## config.mk

```make
export PLATFORM = sky130hd
export DESIGN_NAME = accelerated_knob_level_adjuster_core_flat
export DESIGN_NICKNAME = d
export VERILOG_FILES = /design/src/hdl/akla_pkg.sv /design/src/hdl/akla_if.sv /design/src/hdl/akla_accel.sv /design/src/hdl/akla_holdoff.sv /design/src/hdl/akla_step.sv /design/src/hdl/accelerated_knob_level_adjuster_core.sv /design/src/flat_wrapper.sv
export SDC_FILE = /design/constraint.sdc
export NUM_CORES = 1
export LEC_CHECK = 0
export BUFFER_PORTS_ARGS = -buffer_cell sky130_fd_sc_hd__buf_2
export CORE_UTILIZATION = 64
export DETAILED_ROUTE_END_ITERATION = 10
export PLACE_DENSITY_LB_ADDON = 0.25
export SLEW_MARGIN = 15
export SYNTH_ARGS = -nofsm -noshare
export SYNTH_HDL_FRONTEND = slang
export SYNTH_SLANG_ARGS = --single-unit
```

## constraint.sdc

```tcl
create_clock -name clk -period 14.7 [get_ports clk]
set_input_delay 1.47 -clock clk [delete_from_list [all_inputs] [get_ports clk]]
set_output_delay 1.47 -clock clk [all_outputs]
set_load 0.01 [all_outputs]
```

## src/hdl/akla_pkg.sv

```systemverilog
// Package for the accelerated knob level adjuster: codes, register indexes,
// widths, timing thresholds and the shared hold-off request type.
// No dependencies.
package akla_pkg;

  localparam int ACTION_W = 2;
  localparam int KNOB_W   = 2;
  localparam int CENTRE_W = 12;
  localparam int STEP_W   = 8;
  localparam int SRC_W    = 2;
  localparam int HOLD_W   = 16;
  localparam int TIME_W   = 32;
  localparam int MULT_W   = 3;
  localparam int CFG_W    = 16;
  localparam int CFG_IDX_W = 2;
  localparam int CH_W     = 2;
  localparam int SLOT_W   = 3;
  localparam int NUM_CH   = 3;
  localparam int NUM_SLOT = 6;

  // action codes
  localparam logic [ACTION_W-1:0] ACT_TICK     = 2'd0;
  localparam logic [ACTION_W-1:0] ACT_DETENT   = 2'd1;
  localparam logic [ACTION_W-1:0] ACT_RECENTRE = 2'd2;

  // knob codes
  localparam logic [KNOB_W-1:0] KNOB_OFS_A = 2'd0;
  localparam logic [KNOB_W-1:0] KNOB_OFS_B = 2'd1;
  localparam logic [KNOB_W-1:0] KNOB_TRIG  = 2'd2;
  localparam logic [KNOB_W-1:0] KNOB_NONE  = 2'd3;

  // trigger source codes
  localparam logic [SRC_W-1:0] SRC_EXT = 2'd2;

  // register indexes
  localparam logic [CFG_IDX_W-1:0] REG_CENTRE  = 2'd0;
  localparam logic [CFG_IDX_W-1:0] REG_STEP    = 2'd1;
  localparam logic [CFG_IDX_W-1:0] REG_SOURCE  = 2'd2;
  localparam logic [CFG_IDX_W-1:0] REG_HOLDOFF = 2'd3;

  // register reset values
  localparam logic [CENTRE_W-1:0] CENTRE_RESET  = 12'd2048;
  localparam logic [STEP_W-1:0]   STEP_RESET    = 8'd4;
  localparam logic [SRC_W-1:0]    SOURCE_RESET  = 2'd0;
  localparam logic [HOLD_W-1:0]   HOLDOFF_RESET = 16'd500;

  // acceleration thresholds in ms
  localparam logic [TIME_W-1:0] SLOW_MS   = 32'd75;
  localparam logic [TIME_W-1:0] MEDIUM_MS = 32'd50;
  localparam logic [TIME_W-1:0] FAST_MS   = 32'd25;

  localparam logic [MULT_W-1:0] MULT_1 = 3'd1;
  localparam logic [MULT_W-1:0] MULT_2 = 3'd2;
  localparam logic [MULT_W-1:0] MULT_3 = 3'd3;
  localparam logic [MULT_W-1:0] MULT_4 = 3'd4;

  typedef struct packed {
    logic            check;      // detent being committed this cycle
    logic [CH_W-1:0] ch;         // hold-off channel
    logic            at_centre;  // move lands on the centre
  } holdoff_req_t;

endpackage

```

## src/hdl/akla_if.sv

```systemverilog
// Channel interfaces for the knob level adjuster: input word and result word.
// Depends on akla_pkg.
interface akla_in_if
  import akla_pkg::*;
();
  logic                valid;
  logic                ready;
  logic [ACTION_W-1:0] action;
  logic [KNOB_W-1:0]   knob;
  logic                direction;

  modport source (output valid, action, knob, direction, input ready);
  modport sink   (input valid, action, knob, direction, output ready);
endinterface

interface akla_out_if
  import akla_pkg::*;
#(
  parameter int LEVEL_BITS = 12
) ();
  logic                  valid;
  logic                  ready;
  logic [KNOB_W-1:0]     knob_id;
  logic [LEVEL_BITS-1:0] level;
  logic                  applied;
  logic [MULT_W-1:0]     multiplier;

  modport source (output valid, knob_id, level, applied, multiplier, input ready);
  modport sink   (input valid, knob_id, level, applied, multiplier, output ready);
endinterface

```

## src/hdl/akla_accel.sv

```systemverilog
// Millisecond counter, per knob/direction detent timestamps and the
// acceleration multiplier. Depends on akla_pkg.
module akla_accel
  import akla_pkg::*;
(
  input  logic              clk,
  input  logic              rst,
  input  logic              tick,
  input  logic              take,
  input  logic [SLOT_W-1:0] slot,
  output logic [TIME_W-1:0] now,
  output logic [MULT_W-1:0] mult
);

  logic [TIME_W-1:0] now_ms;
  logic [TIME_W-1:0] last_detent [NUM_SLOT];
  logic [TIME_W-1:0] since;

  assign now   = now_ms;
  assign since = now_ms - last_detent[slot];

  always_comb begin
    priority if (since > SLOW_MS) begin
      mult = MULT_1;
    end else if (since > MEDIUM_MS) begin
      mult = MULT_2;
    end else if (since > FAST_MS) begin
      mult = MULT_3;
    end else begin
      mult = MULT_4;
    end
  end

  always_ff @(posedge clk) begin
    if (rst) begin
      now_ms <= '0;
      for (int i = 0; i < NUM_SLOT; i++) begin
        last_detent[i] <= '0;
      end
    end else begin
      if (tick) begin
        now_ms <= now_ms + TIME_W'(1);
      end
      if (take) begin
        last_detent[slot] <= now_ms;
      end
    end
  end

endmodule

```

## src/hdl/akla_holdoff.sv

```systemverilog
// Per-channel hold-off after a level lands on the centre; shared by the
// offset and trigger level of a channel, where both exist. Depends on akla_pkg.
module akla_holdoff
  import akla_pkg::*;
(
  input  logic              clk,
  input  logic              rst,
  input  holdoff_req_t      req,
  input  logic [TIME_W-1:0] now,
  input  logic [HOLD_W-1:0] holdoff_ms,
  output logic              allow
);

  logic [TIME_W-1:0] start [NUM_CH];
  logic [NUM_CH-1:0] active;
  logic              expired;

  assign expired = (now - start[req.ch]) > TIME_W'(holdoff_ms);

  always_comb begin
    priority if (req.at_centre) begin
      allow = 1'b1;
    end else if (!active[req.ch]) begin
      allow = 1'b1;
    end else begin
      allow = expired;
    end
  end

  // start needs no reset: it is only read while its active bit is set
  always_ff @(posedge clk) begin
    if (req.check && req.at_centre) begin
      start[req.ch] <= now;
    end
  end

  always_ff @(posedge clk) begin
    if (rst) begin
      active <= '0;
    end else if (req.check) begin
      if (req.at_centre) begin
        active[req.ch] <= 1'b1;
      end else if (active[req.ch] && expired) begin
        active[req.ch] <= 1'b0;
      end
    end
  end

endmodule

```

## src/hdl/akla_step.sv

```systemverilog
// Detent target: old level moved by unit step times multiplier, snapped to
// the centre on crossing, saturated to the level range. Depends on akla_pkg.
module akla_step
  import akla_pkg::*;
#(
  parameter int LEVEL_BITS = 12
) (
  input  logic [LEVEL_BITS-1:0] old_level,
  input  logic [LEVEL_BITS-1:0] centre,
  input  logic [STEP_W-1:0]     unit_step,
  input  logic [MULT_W-1:0]     mult,
  input  logic                  dir,
  output logic [LEVEL_BITS-1:0] target
);

  // headroom for the largest move either way
  localparam int SW = LEVEL_BITS + 4;
  localparam int PROD_W = STEP_W + MULT_W;
  localparam logic signed [SW-1:0] LEVEL_MAX_S = SW'((1 << LEVEL_BITS) - 1);

  logic [PROD_W-1:0]   delta;
  logic signed [SW-1:0] old_s;
  logic signed [SW-1:0] centre_s;
  logic signed [SW-1:0] moved;
  logic signed [SW-1:0] snapped;

  assign delta    = PROD_W'(unit_step) * PROD_W'(mult);
  assign old_s    = $signed(SW'(old_level));
  assign centre_s = $signed(SW'(centre));
  assign moved    = dir ? old_s + $signed(SW'(delta)) : old_s - $signed(SW'(delta));

  always_comb begin
    if ((old_s > centre_s && moved < centre_s) || (old_s < centre_s && moved > centre_s)) begin
      snapped = centre_s;
    end else begin
      snapped = moved;
    end
    priority if (snapped < 0) begin
      target = '0;
    end else if (snapped > LEVEL_MAX_S) begin
      target = LEVEL_MAX_S[LEVEL_BITS-1:0];
    end else begin
      target = snapped[LEVEL_BITS-1:0];
    end
  end

endmodule

```

## src/hdl/accelerated_knob_level_adjuster_core.sv

```systemverilog
// Accelerated knob level adjuster, top level. Depends on akla_pkg, akla_if,
// akla_accel, akla_holdoff and akla_step.
//
// Usage:
//   items   : valid/ready channel of input words (action, knob, direction).
//             Ticks advance the millisecond clock, detents move a knob level
//             with acceleration, recentre sets the level to the centre.
//   results : one word per input word (knob_id, level, applied, multiplier).
//   cfg_we / cfg_index / cfg_data : register writes, taken at any clock edge
//             with cfg_we high; write only while no words are in flight.
// Path: an accepted word is captured in the input register, and its result is
// registered in the result register once results is not held off.
// Throughput: one word per cycle while results is not held off. All state
// (time, timestamps, hold-offs, levels) is read and updated in the logic
// between the input and result registers, so each word sees the previous word.
// Stall: when results is held off, the result register keeps its word and
// the input register still takes one more word; items.ready drops only when
// both are full.
// Reset (synchronous, rst high): time and timestamps cleared, hold-offs
// cleared, all levels set to the clamped reset centre, registers to reset.
module accelerated_knob_level_adjuster_core
  import akla_pkg::*;
#(
  parameter int LEVEL_BITS = 12
) (
  input  logic                 clk,
  input  logic                 rst,
  akla_in_if.sink              items,
  akla_out_if.source           results,
  input  logic                 cfg_we,
  input  logic [CFG_IDX_W-1:0] cfg_index,
  input  logic [CFG_W-1:0]     cfg_data
);

  localparam int NUM_LEVELS = 5;
  localparam int LIDX_W = 3;
  localparam int LEVEL_MAX_I = (1 << LEVEL_BITS) - 1;
  localparam int CENTRE_RESET_I = int'(CENTRE_RESET);
  localparam logic [LEVEL_BITS-1:0] LEVEL_MAX = LEVEL_BITS'(LEVEL_MAX_I);
  localparam logic [LEVEL_BITS-1:0] LEVEL_RESET =
    LEVEL_BITS'((CENTRE_RESET_I > LEVEL_MAX_I) ? LEVEL_MAX_I : CENTRE_RESET_I);
  localparam int CMP_W = 17;

  // configuration registers
  logic [CENTRE_W-1:0] centre_level;
  logic [STEP_W-1:0]   unit_step;
  logic [SRC_W-1:0]    trigger_source;
  logic [HOLD_W-1:0]   holdoff_ms;

  always_ff @(posedge clk) begin
    if (rst) begin
      centre_level   <= CENTRE_RESET;
      unit_step      <= STEP_RESET;
      trigger_source <= SOURCE_RESET;
      holdoff_ms     <= HOLDOFF_RESET;
    end else if (cfg_we) begin
      unique case (cfg_index)
        REG_CENTRE:  centre_level   <= cfg_data[CENTRE_W-1:0];
        REG_STEP:    unit_step      <= cfg_data[STEP_W-1:0];
        REG_SOURCE:  trigger_source <= cfg_data[SRC_W-1:0];
        REG_HOLDOFF: holdoff_ms     <= cfg_data[HOLD_W-1:0];
      endcase
    end
  end

  // input register
  logic                s1_valid;
  logic [ACTION_W-1:0] s1_action;
  logic [KNOB_W-1:0]   s1_knob;
  logic                s1_dir;
  logic                advance;
  logic                fire;

  assign advance     = !results.valid || results.ready;
  assign fire        = s1_valid && advance;
  assign items.ready = !s1_valid || advance;

  always_ff @(posedge clk) begin
    if (rst) begin
      s1_valid <= 1'b0;
    end else if (items.ready) begin
      s1_valid <= items.valid;
    end
  end

  always_ff @(posedge clk) begin
    if (items.ready && items.valid) begin
      s1_action <= items.action;
      s1_knob   <= items.knob;
      s1_dir    <= items.direction;
    end
  end

  // decode
  logic                  knob_ok;
  logic [CH_W-1:0]       src_ch;
  logic [CH_W-1:0]       ch;
  logic [LIDX_W-1:0]     lvl_idx;
  logic                  is_detent;
  logic                  is_recentre;
  logic [LEVEL_BITS-1:0] centre;

  assign knob_ok     = s1_knob != KNOB_NONE;
  assign src_ch      = (trigger_source > SRC_EXT) ? SRC_EXT : trigger_source;
  assign ch          = (s1_knob == KNOB_TRIG) ? src_ch : s1_knob;
  assign lvl_idx     = (s1_knob == KNOB_TRIG) ? LIDX_W'(2) + LIDX_W'(src_ch)
                                              : LIDX_W'(s1_knob);
  assign is_detent   = (s1_action == ACT_DETENT) && knob_ok;
  assign is_recentre = (s1_action == ACT_RECENTRE) && knob_ok;
  assign centre      = (CMP_W'(centre_level) > CMP_W'(LEVEL_MAX)) ? LEVEL_MAX
                                                                : LEVEL_BITS'(centre_level);

  // timing and acceleration
  logic [TIME_W-1:0] now;
  logic [MULT_W-1:0] mult;

  akla_accel u_accel (
    .clk  (clk),
    .rst  (rst),
    .tick (fire && (s1_action == ACT_TICK)),
    .take (fire && is_detent),
    .slot ({s1_knob, s1_dir}),
    .now  (now),
    .mult (mult)
  );

  // level bank
  logic [LEVEL_BITS-1:0] levels [NUM_LEVELS];
  logic [LEVEL_BITS-1:0] old_level;
  logic [LEVEL_BITS-1:0] target;

  assign old_level = levels[lvl_idx];

  akla_step #(
    .LEVEL_BITS (LEVEL_BITS)
  ) u_step (
    .old_level (old_level),
    .centre    (centre),
    .unit_step (unit_step),
    .mult      (mult),
    .dir       (s1_dir),
    .target    (target)
  );

  holdoff_req_t hreq;
  logic         allow;

  assign hreq.check     = fire && is_detent;
  assign hreq.ch        = ch;
  assign hreq.at_centre = target == centre;

  akla_holdoff u_holdoff (
    .clk        (clk),
    .rst        (rst),
    .req        (hreq),
    .now        (now),
    .holdoff_ms (holdoff_ms),
    .allow      (allow)
  );

  logic                  move_ok;
  logic                  applied;
  logic [LEVEL_BITS-1:0] new_level;

  assign move_ok = is_detent && allow;
  assign applied = move_ok || is_recentre;

  always_comb begin
    priority if (move_ok) begin
      new_level = target;
    end else if (is_recentre) begin
      new_level = centre;
    end else begin
      new_level = old_level;
    end
  end

  always_ff @(posedge clk) begin
    if (rst) begin
      for (int i = 0; i < NUM_LEVELS; i++) begin
        levels[i] <= LEVEL_RESET;
      end
    end else if (fire && applied) begin
      levels[lvl_idx] <= new_level;
    end
  end

  // result register
  logic                  r_valid;
  logic [KNOB_W-1:0]     r_knob;
  logic [LEVEL_BITS-1:0] r_level;
  logic                  r_applied;
  logic [MULT_W-1:0]     r_mult;

  always_ff @(posedge clk) begin
    if (rst) begin
      r_valid <= 1'b0;
    end else if (advance) begin
      r_valid <= s1_valid;
    end
  end

  always_ff @(posedge clk) begin
    if (fire) begin
      r_knob    <= s1_knob;
      r_level   <= knob_ok ? new_level : '0;
      r_applied <= applied;
      r_mult    <= is_detent ? mult : MULT_1;
    end
  end

  assign results.valid      = r_valid;
  assign results.knob_id    = r_knob;
  assign results.level      = r_level;
  assign results.applied    = r_applied;
  assign results.multiplier = r_mult;

endmodule
```

## src/flat_wrapper.sv

```systemverilog
// flat-port wrapper written by rule: the top's interface ports become plain ports
module accelerated_knob_level_adjuster_core_flat import akla_pkg::*;
#(
  parameter int LEVEL_BITS = 12
)
  (clk, rst, cfg_we, cfg_index, cfg_data, items_valid, items_action, items_knob, items_direction, items_ready, results_valid, results_knob_id, results_level, results_applied, results_multiplier, results_ready);
  akla_in_if items_i ();
  akla_out_if #(.LEVEL_BITS(LEVEL_BITS)) results_i ();
  input  logic clk;
  input  logic rst;
  input  logic cfg_we;
  input  logic [CFG_IDX_W-1:0] cfg_index;
  input  logic [CFG_W-1:0] cfg_data;
  input wire logic [$bits(items_i.valid)-1:0] items_valid;
  input wire logic [$bits(items_i.action)-1:0] items_action;
  input wire logic [$bits(items_i.knob)-1:0] items_knob;
  input wire logic [$bits(items_i.direction)-1:0] items_direction;
  output wire logic [$bits(items_i.ready)-1:0] items_ready;
  output wire logic [$bits(results_i.valid)-1:0] results_valid;
  output wire logic [$bits(results_i.knob_id)-1:0] results_knob_id;
  output wire logic [$bits(results_i.level)-1:0] results_level;
  output wire logic [$bits(results_i.applied)-1:0] results_applied;
  output wire logic [$bits(results_i.multiplier)-1:0] results_multiplier;
  input wire logic [$bits(results_i.ready)-1:0] results_ready;
  assign items_i.valid = items_valid;
  assign items_i.action = items_action;
  assign items_i.knob = items_knob;
  assign items_i.direction = items_direction;
  assign items_ready = items_i.ready;
  assign results_valid = results_i.valid;
  assign results_knob_id = results_i.knob_id;
  assign results_level = results_i.level;
  assign results_applied = results_i.applied;
  assign results_multiplier = results_i.multiplier;
  assign results_i.ready = results_ready;
  accelerated_knob_level_adjuster_core #(.LEVEL_BITS(LEVEL_BITS)) u_core (.clk(clk), .rst(rst), .items(items_i), .results(results_i), .cfg_we(cfg_we), .cfg_index(cfg_index), .cfg_data(cfg_data));
endmodule
```

==> qor.yml <==
die-area_um2: 44900
diodes: 0
io_pins: 48
comb_power_share_pct: 15.4
avgSynthCellArea_um2: 11.2
place_area_um2: 29300
path_max_fanout: 32
antenna_found_initial: 3
grt_first_pass_wirelength_mm: 112
post_drt_wl_per_cell_um: 22.7
dieHeight_um: 212
cts_sinks: 513
fin_crit_ps: 13010
grt_pass1_vias: 20100
placementRows: 76
root_buffer: "clkbuf_16"
grt_remaining_overflow: 0
fp.coreArea_um2: 43300
drcViolationCount: 0
start_util_pct: 65.1
switchingPower_uw: 896
min_path_cells: 0
fill_cells: 2999
skew_ps: 30.8
cts_tree: "yes"
gp_congestion: 0.958
cap_violations: 0
reg2reg_slack_ps: 1690
vias: 20700
pwr-share-clk_pct: 36.5
syn_to_final_growth_pct: 9.63
dp_hpwl_mm: 50.7
p_leak_nw: 12.4
ctsResizeCount: 0
worstSetupPathType: "flop to flop"
slowest_delay_ps: 780
drtPass1Iterations: 6
cts_hold_buf: 0
worstMarginPinSlew_ps: 1130
grt-busiest-layer: "met2"
nNetsFinal: 2781
grt_use_total_pct: 32.9
arrival_ps: 13350
multi_input_area_um2: 12800
slew_viol_final: 0
max-slew-margin-rel_pct: 24.8
numPortBuffers: 47
clkLatencyLatePin_ps: 600
via_per_inst: 6.43
synth-edff-count: 435
drive_gt1_share_pct: 11.8
holdPathEnd: "u_core.results.knob_id[1]$_DFFE_PP_"
clockBufferDepth: 3
drt.antenna.violating_nets: 0
final_area_um2: 30900
hold_start: "u_core.s1_knob[1]$_DFFE_PP_"
crit_path_start_kind: "flop"
syn_inst: 2513
die_x_um: 212
setup_violations: 0
setup_tns_ps: 0
wirelength_mm: 73.2
ys_ff_latch: 513
status: "complete, no violations"
cts_setup_buffers: 0
p_int_mw: 2.50
drt_iter0_drc: 2300
crit_required_ps: 15030
power.total_mw: 3.40
yosys_warnings: 0
sw_frac_of_total_pct: 26.4
fin_hold_ws_ps: 455
min_path_type: "flop to flop"
power.density_nw_per_um2: 110
grt_util_met3_pct: 6.47
syn_area_um2: 28200
cp-end-kind: "flop"
seq_area_um2: 14600
fmax_ghz: 0.0769
seq_area_frac_synth_pct: 51.9
ys_async_sr_fraction_pct: 0
fin_crit_sh_pct: 88.5
reg2reg_depth: 46
h-tree-depth: 2
cts_made_buffers: 51
ir_drop_v: 0.000118
hold_violations: 0
ys_types: 95
r2r-end: "u_core.levels[4][1]$_SDFFCE_PN0P_"
use_met2_pct: 52.5
cp_slowest_cell: "dfxtp_4"
grt_max_degree: 70
grt_util_met1_pct: 45.8
synth_top_flop_cell: "edfxtp_1"
seqPwrFrac_pct: 48.1
clkTransAtPathRegs_ps: 70
grt_setup_unrepaired: "false"
placed cells by master, fill, tap and decap left out, types with 49 or more instances in the layout:
master	count
edfxtp_1	435
nor2_1	262
nand2_1	220
a21oi_1	152
inv_1	135
ha_1	135
and2_1	110
o21ai_0	97
dfxtp_1	75
mux2i_1	69
mux4_2	65
conb_1	64
clkbuf_16	51
buf_4	49
critical path: cells and delay by family, from the launching register on:
family | cells | cell delay [ps]
buf+inv | 5 | 1170
mux | 4 | 1410
simple gates | 10 | 2360
compound gates | 19 | 4640
fa+ha+maj | 6 | 1970
flops | 1 | 780
xor+xnor | 2 | 360
power groups by stage:
stage	Sequential [mW]	Clock [mW]	Combinational (mW)
after global routing	1.64	1.30	0.564
final	1.64	1.24	0.523
after detailed placement	1.67	0	0.508
after floorplan	1.65	0	0.380
after global placement	1.66	0	0.495
after CTS	1.64	1.25	0.511
flip-flops by register name, summed over array words and instances, names as in the netlist, named ones only:
register	flops
u_core.s1_knob	2
u_core.u_accel.last_detent	256
u_core.u_accel.now	32
u_core.levels	60
u_core.results.applied	1
u_core.holdoff_ms	16
u_core.results.valid	1
u_core.results.knob_id	2
u_core.centre	12
u_core.trigger_source	2
u_core.s1_dir	1
u_core.results.multiplier	3
u_core.unit_step	8
u_core.s1_valid	1
u_core.u_holdoff.start	96
u_core.results.level	12
u_core.s1_action	2
per-stage QoR:
step | instances | util (%) | worst slack, ps
after floorplan | 2576 | - | 3000
after global routing | 3227 | 71.4 | 693
after CTS | 3227 | 71.4 | 1560
after detailed placement | 3139 | 67.8 | 1580
after global placement | 3139 | 67.8 | 1950
final | 3227 | 71.4 | 1690
area by class of cell:
class                      count  area share, %
clock inverter                27          0.693
tap                          585           2.37
clock buffer                  61           4.32
inverter                     139           1.69
multi-input combinational   1806           41.6
timing repair buffer          96           1.95
sequential                   513           47.4
cells in the mapped netlist (all sizes together) (42+ instances only):
cell	n	area (µm²)
inv	139	522
clkbuf	89	334
mux4	65	1460
nand2	220	826
a21oi	153	766
mux2i	70	704
o21ai	102	510
and2	111	697
nor2	263	987
ha	135	1690
dfxtp	78	1560
edfxtp	435	13100
xor2	42	368
routing by layer:
layer / vias up / wire length (µm)
li1: 9380 / -
met1: 10200 / 30000
met2: 1050 / 34100
met3: 157 / 7220
met4: 0 / 1920
met5: - / 0
logic make-up (layout without fill, tap and decap cells):
group           count (synthesis)  count (layout)  share of synthesized area, %
simple gates                  857             857                          14.8
compound gates                518             518                          12.4
flops                         513             513                          51.9
buf+inv                       257             323                          3.55
fa+ha+maj                     146             146                          6.78
mux                           143             143                          8.06
xor+xnor                       78              78                          2.43
other cells                     1              64                        0.0133
how the worst max path moves through the flow:
stage,endpoint,cells after the start
6_report,u_core.levels[4][1]$_SDFFCE_PN0P_,46
5_1_grt,u_core.levels[4][2]$_SDFFCE_PN0P_,46
4_1_cts,u_core.u_holdoff.start[0][30]$_DFFE_PP_,45
3_5_place_dp,u_core.u_holdoff.start[0][21]$_DFFE_PP_,45
3_3_place_gp,u_core.u_holdoff.start[0][19]$_DFFE_PP_,45
2_1_floorplan,u_core.levels[4][0]$_SDFFCE_PN0P_,48
(Power assumes the default switching activity.)
